===== config.mk =====
export PLATFORM = sky130hd
export DESIGN_NAME = input_source_activity_router_unit
export DESIGN_NICKNAME = d
export VERILOG_FILES = /design/src/rtl/isar_pkg.sv /design/src/rtl/input_source_activity_router_unit.sv /design/src/rtl/isar_in_stage.sv /design/src/rtl/isar_core.sv
export SDC_FILE = /design/constraint.sdc
export NUM_CORES = 1
export LEC_CHECK = 0
export BUFFER_PORTS_ARGS = -buffer_cell sky130_fd_sc_hd__buf_2
export CAP_MARGIN = 20
export CORE_ASPECT_RATIO = 0.6
export CORE_MARGIN = 2
export CORE_UTILIZATION = 55
export CTS_CLUSTER_DIAMETER = 100
export DETAILED_ROUTE_END_ITERATION = 10
export PLACE_DENSITY = 0.88
export SETUP_SLACK_MARGIN = 0.15
export SLEW_MARGIN = 15
export SYNTH_ARGS = -nofsm -noshare
export SYNTH_HDL_FRONTEND = slang
export SYNTH_SLANG_ARGS = --single-unit

===== constraint.sdc =====
create_clock -name clk -period 7.6 [get_ports clk]
set_input_delay 1.52 -clock clk [delete_from_list [all_inputs] [get_ports clk]]
set_output_delay 1.52 -clock clk [all_outputs]
set_load 0.05 [all_outputs]

===== src/rtl/isar_pkg.sv =====
`default_nettype none
// ----------------------------------------------------------------------------
// isar_pkg
// Shared types and codes for the input source activity router.
// ----------------------------------------------------------------------------
package isar_pkg;

  localparam int unsigned SUM_W   = 17;
  localparam int unsigned DELAY_W = 16;
  localparam int unsigned SEQ_W   = 32;
  localparam int unsigned TIME_W  = 32;
  localparam int unsigned DELTA_W = 16;
  localparam int unsigned CFG_W   = 17;

  localparam logic [SUM_W-1:0]   DIST_RESET  = SUM_W'(10);
  localparam logic [DELAY_W-1:0] DELAY_RESET = DELAY_W'(120);
  localparam logic [SUM_W-1:0]   SUM_MAX     = {SUM_W{1'b1}};

  localparam logic CMD_ACTIVITY  = 1'b0;
  localparam logic CMD_FRAME_END = 1'b1;

  localparam logic [1:0] SRC_KEYBOARD = 2'd0;
  localparam logic [1:0] SRC_MOUSE    = 2'd1;
  localparam logic [1:0] SRC_GAMEPAD  = 2'd2;

  localparam logic [3:0] KIND_MOUSE_DELTA   = 4'd0;
  localparam logic [3:0] KIND_MOUSE_BUTTON  = 4'd1;
  localparam logic [3:0] KIND_WHEEL         = 4'd2;
  localparam logic [3:0] KIND_KEY_PRESS     = 4'd3;
  localparam logic [3:0] KIND_KEY_CHAR      = 4'd4;
  localparam logic [3:0] KIND_PAD_BUTTON    = 4'd5;
  localparam logic [3:0] KIND_ANALOG_ENTER  = 4'd6;
  localparam logic [3:0] KIND_ANALOG_CHANGE = 4'd7;
  localparam logic [3:0] KIND_TOUCH_PRESS   = 4'd8;

  localparam logic [1:0] DOM_GAMEPLAY  = 2'd0;
  localparam logic [1:0] DOM_MENU_PTR  = 2'd1;
  localparam logic [1:0] DOM_MENU_NAV  = 2'd2;

  localparam logic CFG_PROMOTE_DISTANCE = 1'b0;
  localparam logic CFG_PROMOTE_DELAY    = 1'b1;

  typedef struct packed {
    logic                      cmd;
    logic [1:0]                source;
    logic [3:0]                kind;
    logic [SEQ_W-1:0]          seq;
    logic signed [DELTA_W-1:0] delta_x;
    logic signed [DELTA_W-1:0] delta_y;
    logic                      menu_mode;
    logic [TIME_W-1:0]         now_ms;
  } in_item_t;

  typedef struct packed {
    logic [1:0]                domain;
    logic                      strong_for_menu_owner;
    logic                      qualifies_cursor;
    logic                      by_owner_timer;
    logic [1:0]                out_source;
    logic [3:0]                out_kind;
    logic [SEQ_W-1:0]          out_seq;
    logic signed [DELTA_W-1:0] out_dx;
    logic signed [DELTA_W-1:0] out_dy;
  } out_item_t;

  typedef struct packed {
    logic               pending_valid;
    logic [SEQ_W-1:0]   pending_seq;
    logic [DELTA_W-1:0] pending_dx;
    logic [DELTA_W-1:0] pending_dy;
    logic [SUM_W-1:0]   motion_sum;
    logic [TIME_W-1:0]  window_start;
    logic               promoted_flag;
  } ptr_regs_t;

  typedef struct packed {
    logic [SUM_W-1:0]   promote_distance;
    logic [DELAY_W-1:0] promote_delay_ms;
  } cfg_regs_t;

  function automatic logic [SUM_W-1:0] mag16(input logic [DELTA_W-1:0] v);
    logic [SUM_W-1:0] ext;
    ext = {1'b0, v};
    if (v[DELTA_W-1]) begin
      return SUM_W'(17'h10000) - ext;
    end
    return ext;
  endfunction

endpackage
`default_nettype wire


===== src/rtl/input_source_activity_router_unit.sv =====
`default_nettype none
// ----------------------------------------------------------------------------
// input_source_activity_router_unit
// Routes strong input events at once and promotes accumulated mouse motion.
// ----------------------------------------------------------------------------
// Accepts one transaction per clock cycle while the output side keeps taking
// results. Each transaction is captured in an input register, processed by
// the core (which updates the pointer state, frame snapshot and strongest
// sequence number), and any result is captured in an output register. Write
// the promotion registers only while the block is idle.
module input_source_activity_router_unit import isar_pkg::*; (
  input  wire logic             clk,
  input  wire logic             rst_n,
  input  wire logic             in_valid,
  output logic                  in_ready,
  input  wire in_item_t         in_data,
  output logic                  out_valid,
  input  wire logic             out_ready,
  output out_item_t             out_data,
  input  wire logic             cfg_we,
  input  wire logic             cfg_index,
  input  wire logic [CFG_W-1:0] cfg_wdata
);

  cfg_regs_t cfg_r;
  logic      s1_valid;
  in_item_t  s1_data;
  logic      advance;
  logic      emit;
  out_item_t result;
  logic      out_valid_r, out_valid_nxt;
  out_item_t out_data_r;

  always_ff @(posedge clk) begin
    if (!rst_n) begin
      cfg_r.promote_distance <= DIST_RESET;
      cfg_r.promote_delay_ms <= DELAY_RESET;
    end else if (cfg_we) begin
      unique case (cfg_index)
        CFG_PROMOTE_DISTANCE: cfg_r.promote_distance <= cfg_wdata[SUM_W-1:0];
        CFG_PROMOTE_DELAY:    cfg_r.promote_delay_ms <= cfg_wdata[DELAY_W-1:0];
        default: ;
      endcase
    end
  end

  assign advance = s1_valid && (!out_valid_r || out_ready);

  isar_in_stage u_in_stage (
    .clk      (clk),
    .rst_n    (rst_n),
    .in_valid (in_valid),
    .in_ready (in_ready),
    .in_data  (in_data),
    .advance  (advance),
    .s1_valid (s1_valid),
    .s1_data  (s1_data)
  );

  isar_core u_core (
    .clk    (clk),
    .rst_n  (rst_n),
    .fire   (advance),
    .item   (s1_data),
    .cfg    (cfg_r),
    .emit   (emit),
    .result (result)
  );

  assign out_valid_nxt = (advance && emit) || (out_valid_r && !out_ready);

  always_ff @(posedge clk) begin
    if (!rst_n) begin
      out_valid_r <= 1'b0;
    end else begin
      out_valid_r <= out_valid_nxt;
    end
  end

  always_ff @(posedge clk) begin
    if (advance && emit) begin
      out_data_r <= result;
    end
  end

  assign out_valid = out_valid_r;
  assign out_data  = out_data_r;

endmodule
`default_nettype wire


===== src/rtl/isar_in_stage.sv =====
`default_nettype none
// ----------------------------------------------------------------------------
// isar_in_stage
// Input register: holds one accepted transaction until the core consumes it.
// ----------------------------------------------------------------------------
module isar_in_stage import isar_pkg::*; (
  input  wire logic     clk,
  input  wire logic     rst_n,
  input  wire logic     in_valid,
  output logic          in_ready,
  input  wire in_item_t in_data,
  input  wire logic     advance,
  output logic          s1_valid,
  output in_item_t      s1_data
);

  logic     valid_r, valid_nxt;
  in_item_t data_r;

  assign in_ready  = !valid_r || advance;
  assign valid_nxt = in_valid || (valid_r && !advance);

  always_ff @(posedge clk) begin
    if (!rst_n) begin
      valid_r <= 1'b0;
    end else begin
      valid_r <= valid_nxt;
    end
  end

  always_ff @(posedge clk) begin
    if (in_valid && in_ready) begin
      data_r <= in_data;
    end
  end

  assign s1_valid = valid_r;
  assign s1_data  = data_r;

endmodule
`default_nettype wire


===== src/rtl/isar_core.sv =====
`default_nettype none
// ----------------------------------------------------------------------------
// isar_core
// Classification, motion accumulation, frame snapshot and promotion logic.
// ----------------------------------------------------------------------------
module isar_core import isar_pkg::*; (
  input  wire logic      clk,
  input  wire logic      rst_n,
  input  wire logic      fire,
  input  wire in_item_t  item,
  input  wire cfg_regs_t cfg,
  output logic           emit,
  output out_item_t      result
);

  ptr_regs_t        cur_r, cur_nxt;
  ptr_regs_t        snap_r, snap_nxt;
  logic [SEQ_W-1:0] lss_r, lss_nxt;

  logic             is_motion;
  logic             is_strong;
  logic             is_mouse, is_pad;
  logic [SUM_W-1:0] base_sum;
  logic [SUM_W:0]   raw_sum;
  logic             restart;
  ptr_regs_t        eof_cur;
  logic [TIME_W:0]  deadline;
  logic             promote;

  always_comb begin
    is_mouse  = item.source == SRC_MOUSE;
    is_pad    = item.source == SRC_GAMEPAD;
    is_motion = is_mouse && item.kind == KIND_MOUSE_DELTA;
    case (item.source)
      SRC_KEYBOARD: is_strong = item.kind == KIND_KEY_PRESS || item.kind == KIND_KEY_CHAR;
      SRC_MOUSE:    is_strong = item.kind == KIND_MOUSE_BUTTON || item.kind == KIND_WHEEL;
      SRC_GAMEPAD:  is_strong = item.kind == KIND_PAD_BUTTON || item.kind == KIND_ANALOG_ENTER
                             || item.kind == KIND_ANALOG_CHANGE
                             || item.kind == KIND_TOUCH_PRESS;
      default:      is_strong = 1'b0;
    endcase
  end

  always_comb begin
    restart  = !cur_r.pending_valid || cur_r.window_start == '0;
    base_sum = restart ? '0 : cur_r.motion_sum;
    raw_sum  = {1'b0, base_sum} + {1'b0, mag16(item.delta_x)} + {1'b0, mag16(item.delta_y)};
  end

  always_comb begin
    eof_cur = cur_r;
    if (cur_r.pending_valid && lss_r > cur_r.pending_seq) begin
      eof_cur = '0;
    end
    deadline = {1'b0, eof_cur.window_start} + (TIME_W+1)'(cfg.promote_delay_ms);
    promote  = eof_cur.pending_valid && !eof_cur.promoted_flag
            && eof_cur.motion_sum >= cfg.promote_distance
            && {1'b0, item.now_ms} >= deadline
            && eof_cur.pending_seq > lss_r;
  end

  always_comb begin
    cur_nxt  = cur_r;
    snap_nxt = snap_r;
    lss_nxt  = lss_r;
    emit     = 1'b0;
    result   = '0;
    if (item.cmd == CMD_ACTIVITY) begin
      if (is_motion) begin
        if (item.seq > lss_r) begin
          cur_nxt.motion_sum    = raw_sum[SUM_W] ? SUM_MAX : raw_sum[SUM_W-1:0];
          cur_nxt.window_start  = restart ? item.now_ms : cur_r.window_start;
          cur_nxt.promoted_flag = restart ? 1'b0 : cur_r.promoted_flag;
          cur_nxt.pending_valid = 1'b1;
          cur_nxt.pending_seq   = item.seq;
          cur_nxt.pending_dx    = item.delta_x;
          cur_nxt.pending_dy    = item.delta_y;
        end
      end else if (is_strong) begin
        cur_nxt = snap_r;
        if (item.seq > lss_r) begin
          lss_nxt = item.seq;
        end
        emit = 1'b1;
        result.domain = item.menu_mode ? (is_mouse ? DOM_MENU_PTR : DOM_MENU_NAV)
                                       : DOM_GAMEPLAY;
        result.strong_for_menu_owner = item.menu_mode;
        result.qualifies_cursor      = item.menu_mode && (is_mouse || is_pad);
        result.by_owner_timer        = 1'b0;
        result.out_source            = item.source;
        result.out_kind              = item.kind;
        result.out_seq               = item.seq;
        result.out_dx                = item.delta_x;
        result.out_dy                = item.delta_y;
      end
    end else begin
      cur_nxt = eof_cur;
      if (promote) begin
        emit = 1'b1;
        result.domain                = item.menu_mode ? DOM_MENU_PTR : DOM_GAMEPLAY;
        result.strong_for_menu_owner = 1'b0;
        result.qualifies_cursor      = item.menu_mode;
        result.by_owner_timer        = 1'b1;
        result.out_source            = SRC_MOUSE;
        result.out_kind              = KIND_MOUSE_DELTA;
        result.out_seq               = eof_cur.pending_seq;
        result.out_dx                = eof_cur.pending_dx;
        result.out_dy                = eof_cur.pending_dy;
        cur_nxt                      = '0;
        cur_nxt.promoted_flag        = 1'b1;
      end
      snap_nxt = cur_nxt;
    end
  end

  always_ff @(posedge clk) begin
    if (!rst_n) begin
      cur_r  <= '0;
      snap_r <= '0;
      lss_r  <= '0;
    end else if (fire) begin
      cur_r  <= cur_nxt;
      snap_r <= snap_nxt;
      lss_r  <= lss_nxt;
    end
  end

endmodule
`default_nettype wire

After elaboration in Yosys (flattened, before gate mapping)
Cells that the tools add are included.
{ "word_totals": {"regBits": 476, "inputBits": 127, "out_inout_bits": 77, "word_cells": 128} }
{ "classes": {"add_sub_neg": 5, "magnitude_cmp": 5, "eq_ne": 12, "muxes": 28, "n_bitwise": 3, "reduce_logical": 39} }
{ "ops": {"columns": ["cell", "n"], "rows": [
  ["2-to-1 mux 115 bit", 6],
  ["2-to-1 mux 75 bit", 4],
  ["2-to-1 mux 17 bit", 6],
  ["greater-than comparator 32 bit", 3],
  ["subtractor 17 x 16 -> 17 bit, first input constant", 2],
  ["adder 32 x 16 -> 33 bit", 1],
  ["greater-or-equal comparator 32 x 33 -> 1 bit", 1],
  ["zero test 32 bit", 1],
  ["2-to-1 mux 32 bit", 1],
  ["adder 17 x 17 -> 18 bit", 1],
  ["adder 18 x 17 -> 18 bit", 1],
  ["greater-or-equal comparator 17 bit", 1],
  ["== test 4 x 3 -> 1 bit, second input constant", 4],
  ["logical AND 1 bit", 12],
  ["logical OR 1 bit", 11],
  ["== test 4 x 2 -> 1 bit, second input constant", 2],
  ["2-to-1 mux 1 bit", 8],
  ["zero test 1 bit", 6],
  ["inequality test 3 bit, second input constant", 2],
  ["AND reduction 2 bit", 3],
  ["AND reduction 5 bit", 1],
  ["== test 4 x 1 -> 1 bit, second input constant", 1],
  ["== test 4 bit, second input constant", 1],
  ["zero test 4 bit", 1],
  ["other kinds (9)", 12]
]} }

Depth between registers and ports, before layout
{ "logic_depth": {"word_depth": 12, "depth_mapped": 33, "depth_no_buf": 29} }

By module
From an unflattened synthesis, not the netlist that was laid out.
{ "hier_totals": {"hier_cells": 2431, "area_unflattened_um2": 24996.5} }
{ "by_module_without_submodules": {"columns": ["module", "instances", "cells_per_inst", "area_each_um2", "seq_area_each_um2"], "rows": [
  ["isar_core", 1, 2105, 18181.2, 5245.0],
  ["input_source_activity_router_unit", 1, 217, 3634.7, 2932.8],
  ["isar_in_stage", 1, 109, 3180.6, 3143.0]
]} }

Worst setup path after synthesis
Ideal clock, no wire load.
{ "synth_path": {"path_type": "register -> register", "from": "register u_core.cur_r[112] (netlist name)", "to": "register out_data_r, in the netlist out_data[0] (enable)", "setup_ns": 0.407, "t_arrival_ns": 6.992, "required_ns": 7.193, "slack_ns": 0.201, "path_stages_with_launch": 34, "path_buffers": 4, "period_less_slack_ns": 7.399, "path_cell_list": "dfxtp_1 -> inv_1 -> ha_1 -> a21oi_1 -> nand2_1 -> a221oi_1 -> nand3_1 -> o211ai_1 -> buf_2 -> clkbuf_1 -> and2_1 -> ha_1 -> inv_1 -> fa_1 -> nor2b_1 -> o31a_1 -> o2111ai_1 -> a211o_1 -> a21oi_2 -> nand3_1 -> xor2_1 -> or2_2 -> ha_1 -> nand2_1 -> nor4_1 -> a221oi_1 -> o21ai_0 -> a41oi_1 -> nor4bb_1 -> nand3_2 -> buf_6 -> nor2_4 -> buf_2 -> o21ba_2"} }
{ "synth_between": {"elab_chain_cells": 11, "elab_cells_between_ends": 15, "classes_between": "1 x add/sub; 4 x order compare; 3 x mux; 7 x reduce/logical"} }
{ "synth_rtl": {"columns": ["item", "line_no", "rtl"], "rows": [
  ["start: declaration", "isar_core.sv:16", "ptr_regs_t cur_r, cur_nxt;"],
  ["start signal: assignment", "isar_core.sv:122", "cur_r <= cur_nxt;"],
  ["greater-than comparator 32 bit", "isar_core.sv:52", "if (cur_r.pending_valid && lss_r > cur_r.pending_seq) begin"],
  ["logical AND 1 bit", "isar_core.sv:52", null],
  ["2-to-1 mux 115 bit (*)", "isar_core.sv:52", null],
  ["branches (longest 4 deep; another with adder 32 x 16 -> 33 bit)", null, null],
  ["logical AND 1 bit (*)", "isar_core.sv:59", "&& eof_cur.pending_seq > lss_r;"],
  ["2-to-1 mux 1 bit (*)", "isar_core.sv:98", "if (promote) begin"],
  ["2-to-1 mux 1 bit (*)", "isar_core.sv:68", "if (item.cmd == CMD_ACTIVITY) begin"],
  ["logical AND 1 bit (*)", "input_source_activity_router_unit.sv:81", "if (advance && emit) begin"],
  ["end signal: assignment", "input_source_activity_router_unit.sv:82", "out_data_r <= result;"],
  ["end: declaration", "input_source_activity_router_unit.sv:32", "out_item_t out_data_r;"]
]} }
Every way passes the cells marked *.
A chain may end at the register's enable or synchronous reset.

Final worst setup path
{ "layout_path": {"from": "register u_core.cur_r[96] (netlist name)", "to": "register u_core.cur_r[0] (netlist name)"} }
{ "layout_between": {"elab_chain_cells": 10, "elab_cells_between_ends": 14, "classes_between": "1 x add/sub; 4 x order compare; 3 x mux; 6 x reduce/logical"} }
{ "layout_rtl": {"columns": ["item", "line_no"], "rows": [
  ["greater-than comparator 32 bit", "isar_core.sv:52"],
  ["logical AND 1 bit", "isar_core.sv:52"],
  ["2-to-1 mux 115 bit (*)", "isar_core.sv:52"],
  ["branches (longest 5 deep; another with adder 32 x 16 -> 33 bit)", null],
  ["2-to-1 mux 115 bit (*)", "isar_core.sv:98"],
  ["2-to-1 mux 115 bit (*)", "isar_core.sv:68"]
]} }
Marks and branches as above.

==> impl_results.md <==
- Int Pwr: between 4000 and 5000 uW
- Port-buffer cells: 203
- Register area share after synthesis: between 40 and 50%
- Critical Path RT: approximately 8.1 ns
- Row count: 60
- Setup Viol. Count Final: 0
- Grt ovf: 0
- Post-synthesis cell count: approximately 2300
- Clock buffer depth: 3
- Setup crit end: u_core.cur_r[0]$_SDFFE_PN0P_
- Num Clock Sinks: roughly 480
- Area leader, netlist: dfxtp_1
- Net Sw Frac: between 20% and 30%
- Starting Density: between 50% and 60%
- Mapped cell area: 24700 um2
- Slew @ Worst Pin: roughly 1.2 ns
- Die Span X: approximately 280 um
- Yosys warns: 0
- Flops & latches, synth: roughly 480
- Top post-synthesis cells by area: dfxtp_1 (24%), edfxtp_1 (22%), ha_1 (9.3%)
- Worst clock skew: about 0.024 ns
- CP Launch Type: flop
- Top cell type's share of synthesized area: around 24%
- Syn avg cell area: 10.8 um2
- Syn-to-layout area delta: 13.7%
- Max Clock Freq: between 0.1 and 0.15 GHz
- PnR worst setup slack: about 0.37 ns
- Worst-path maximum fanout: 36
- Die ar.: 46700 um2
- Worst slack at placement: between 0.3 and 0.4 ns
- Clk_lat worst skew: slightly below 0.6 ns
- Iteration-0 DRC Markers: between 1500 and 2000
- CTS clk-pin slew, worst paths: 0.07 ns
- Placed cell count: ~3000
- Core Region: ~45000 um2
- Kind of critical path: flop to flop
- Sum of negative setup slack: 0 ns
- Slowest stage cell, crit path: dfxtp_1
- Sequential share of power: between 40% and 50%
- Net Sw Power: 1460 uW
- CP max stage delay: between 0.3 and 0.4 ns
- Routed vias/inst: ~6.2
- Post-synth top flop: dfxtp_1
- Reg2Reg Setup Slack: roughly 0.37 ns
- Tcrit/Tclk final: 95.1%
- Max_slew headroom: approximately 21%
- Remaining DRCs: 0
- CTS root buf: clkbuf_16
- Chip height: 168 um
- Total GRT Usage: approximately 28%
- PD cells: between 200 and 250 nW/um2
- H-tree depth: 2
- VDD IR max: between 0.00015 and 0.0002 V
- Logic pwr share: between 10 and 15%
- Worst r2r dst: u_core.cur_r[0]$_SDFFE_PN0P_
- Slew Limit Fails: 0
- FF-to-FF Start: u_core.cur_r[96]$_SDFFE_PN0P_
- CP endpoint kind: flop
- HPWL after detailed placement: between 40 and 50 mm
- Wirelength, routed: ~68 mm
- CTS buffer count: between 40 and 50
- Post-DRT Antenna Nets: 0
- Vias in the first global route: 18489
- Arr. time, crit path: between 7 and 8 ns
- GP Congestion: between 0.9 and 1
- Count of different cell masters after synthesis: 98
- Routed WL per cell: about 22 um
- Clock share of power: around two fifths
- Global-route wire length before repair: 104 mm
- Worst reg2reg path depth: 32
- Hold-fix buffer count after cts: 0
- Number of synthesized flops with an enable pin: 179
- Via count: 19244
- Final cell count without fillers: 3088
- Max-Cap Viols: 0
- Number of fill cells in the layout: roughly 3500
- Critical Path Start: u_core.cur_r[96]$_SDFFE_PN0P_
- Leakage: ~0.011 uW
- Fin. Hold Viols: 0
- Status: finished clean
- Layout cells sized above 1: around 17%
- Top Ports: around 200
- Final min period: just over 7 ns
- Pin count of the biggest net entering global routing: 81
- Ys async rst share: 0%
- Initial antenna violation count: 3
- Pre-antenna DRT Iters: 5
- Fin nets: between 2000 and 3000
- Worst min-delay path category: flop to flop
- CTS tree: done
-- critical path, delay by kind of cell (launching register included) --
kind / cells / cell delay, ns
compound gates: 8 / 1.31
fa+ha+maj: 3 / 0.92
buf+inv: 6 / 1.14
flops: 1 / 0.37
mux: 1 / 0.16
simple gates: 14 / 3.19
-- power by group through the flow --
stage,Combinational (uW),Clock [uW],Sequential [uW]
6_report,580,2390,2760
4_1_cts,561,2410,2760
2_1_floorplan,383,0,2810
3_3_place_gp,539,0,2810
3_5_place_dp,555,0,2810
5_1_grt,634,2520,2760
-- Yosys cell counts, drive strengths merged (5+ instances only) --
library cell and instances:
nor2 91, and2 56, or2 9, nor3 11
o21ai 52, a21boi 64, nand2 198, o21a 13
edfxtp 179, inv 121, a31o 5, and3 13
buf 53, nand4 28, clkbuf 70, nand3 71
a221oi 9, a31oi 10, xor2 19, ha 183
a211oi 8, a21o 22, o2bb2ai 95, a22o 147
fa 19, o31ai 13, or4 6, o22a 5
nor4 17, dfxtp 297, o221ai 10, a21oi 68
xnor2 42, and4 7, or3 6, mux2i 129
o31a 5, o311ai 6, a41oi 5, nor2b 43
nand2b 15, o211ai 15
-- state kept, by name (all words and copies together) (netlist names) --
signal / flops
u_core.cur_r: 115
u_core.snap_r: 115
u_in_stage.s1_data: 104
out_data: 75
cfg_r: 33
u_core.lss_r: 32
out_valid: 1
u_in_stage.s1_valid: 1
-- cell type report --
| cell class | instances | area, um2 | share of cell area (%) |
|---|---|---|---|
| timing repair buffer | 248 | 1550 | 5.52 |
| tap | 589 | 737 | 2.62 |
| sequential | 476 | 11300 | 40.3 |
| inverter | 122 | 458 | 1.63 |
| clock buffer | 62 | 1320 | 4.70 |
| antenna | 3 | 7.51 | 0.0267 |
| multi-input combinational | 1566 | 12500 | 44.4 |
| clock inverter | 22 | 225 | 0.802 |
-- stage by stage --
step / instance area [um2] / utilization, % / total power, uW / hold slack [ns]
3_5_place_dp: 26100 / 58.6 / 3370 / 0.456
3_3_place_gp: 26100 / 58.5 / 3350 / 0.448
2_1_floorplan: 24700 / - / 3190 / 0.432
5_1_grt: 28100 / 63.0 / 5920 / 0.486
6_report: 28100 / 63.0 / 5740 / 0.465
4_1_cts: 27700 / 62.0 / 5730 / 0.465
-- cells by family after synthesis --
logic type / Yosys count / share of synthesized area, %
adder cells (fa/ha/maj): 202 / 10.8
AO/OA/AOI/OAI: 590 / 19.6
XOR/XNOR: 61 / 2.16
multiplexers: 130 / 5.29
flip-flops: 476 / 45.8
AND/OR/NAND/NOR: 580 / 11.8
buffers and inverters: 245 / 4.50
other: 1 / 0.0152
-- timing repair --
item	CTS	global route
resized for setup	0	39
endpoints found under the setup margin	0	371
setup buffers	0	12
-- layout by cell type (no fill, tap or decap), types with 49 or more instances in the layout --
cell type / instances
o21ai_0: 49
buf_2: 203
edfxtp_1: 179
clkbuf_16: 52
ha_1: 181
and2_1: 54
nand3_1: 68
dfxtp_1: 295
nor2_1: 86
mux2i_1: 128
nand2_1: 193
o2bb2ai_1: 55
a21oi_1: 67
a22o_1: 147
inv_1: 119
a21boi_0: 64
-- metal layers --
metal / global-route usage (%) / vias up / part of all wire (%)
li1: - / 8835 / -
met1: 41.9 / 9378 / 46
met2: 40.2 / 921 / 42
met3: 5.87 / 108 / 10
met4: 7.38 / 2 / 1.9
met5: 0 / - / 0.018
-- worst min-delay path by stage --
| stage | from | slack [ns] | end | cells after the start |
|---|---|---|---|---|
| 2_1_floorplan | u_core.cur_r[113]$_SDFFE_PN0P_ | 0.43 | u_core.cur_r[113]$_SDFFE_PN0P_ | 1 |
| 4_1_cts | u_core.snap_r[111]$_SDFFE_PN0P_ | 0.46 | u_core.snap_r[111]$_SDFFE_PN0P_ | 2 |
| 5_1_grt | u_core.cur_r[113]$_SDFFE_PN0P_ | 0.49 | u_core.cur_r[113]$_SDFFE_PN0P_ | 1 |
| 6_report | u_core.snap_r[111]$_SDFFE_PN0P_ | 0.47 | u_core.snap_r[111]$_SDFFE_PN0P_ | 2 |
| 3_5_place_dp | u_core.snap_r[113]$_SDFFE_PN0P_ | 0.46 | u_core.snap_r[113]$_SDFFE_PN0P_ | 2 |
| 3_3_place_gp | u_core.snap_r[102]$_SDFFE_PN0P_ | 0.45 | u_core.snap_r[102]$_SDFFE_PN0P_ | 2 |
(Power assumes the default switching activity.)
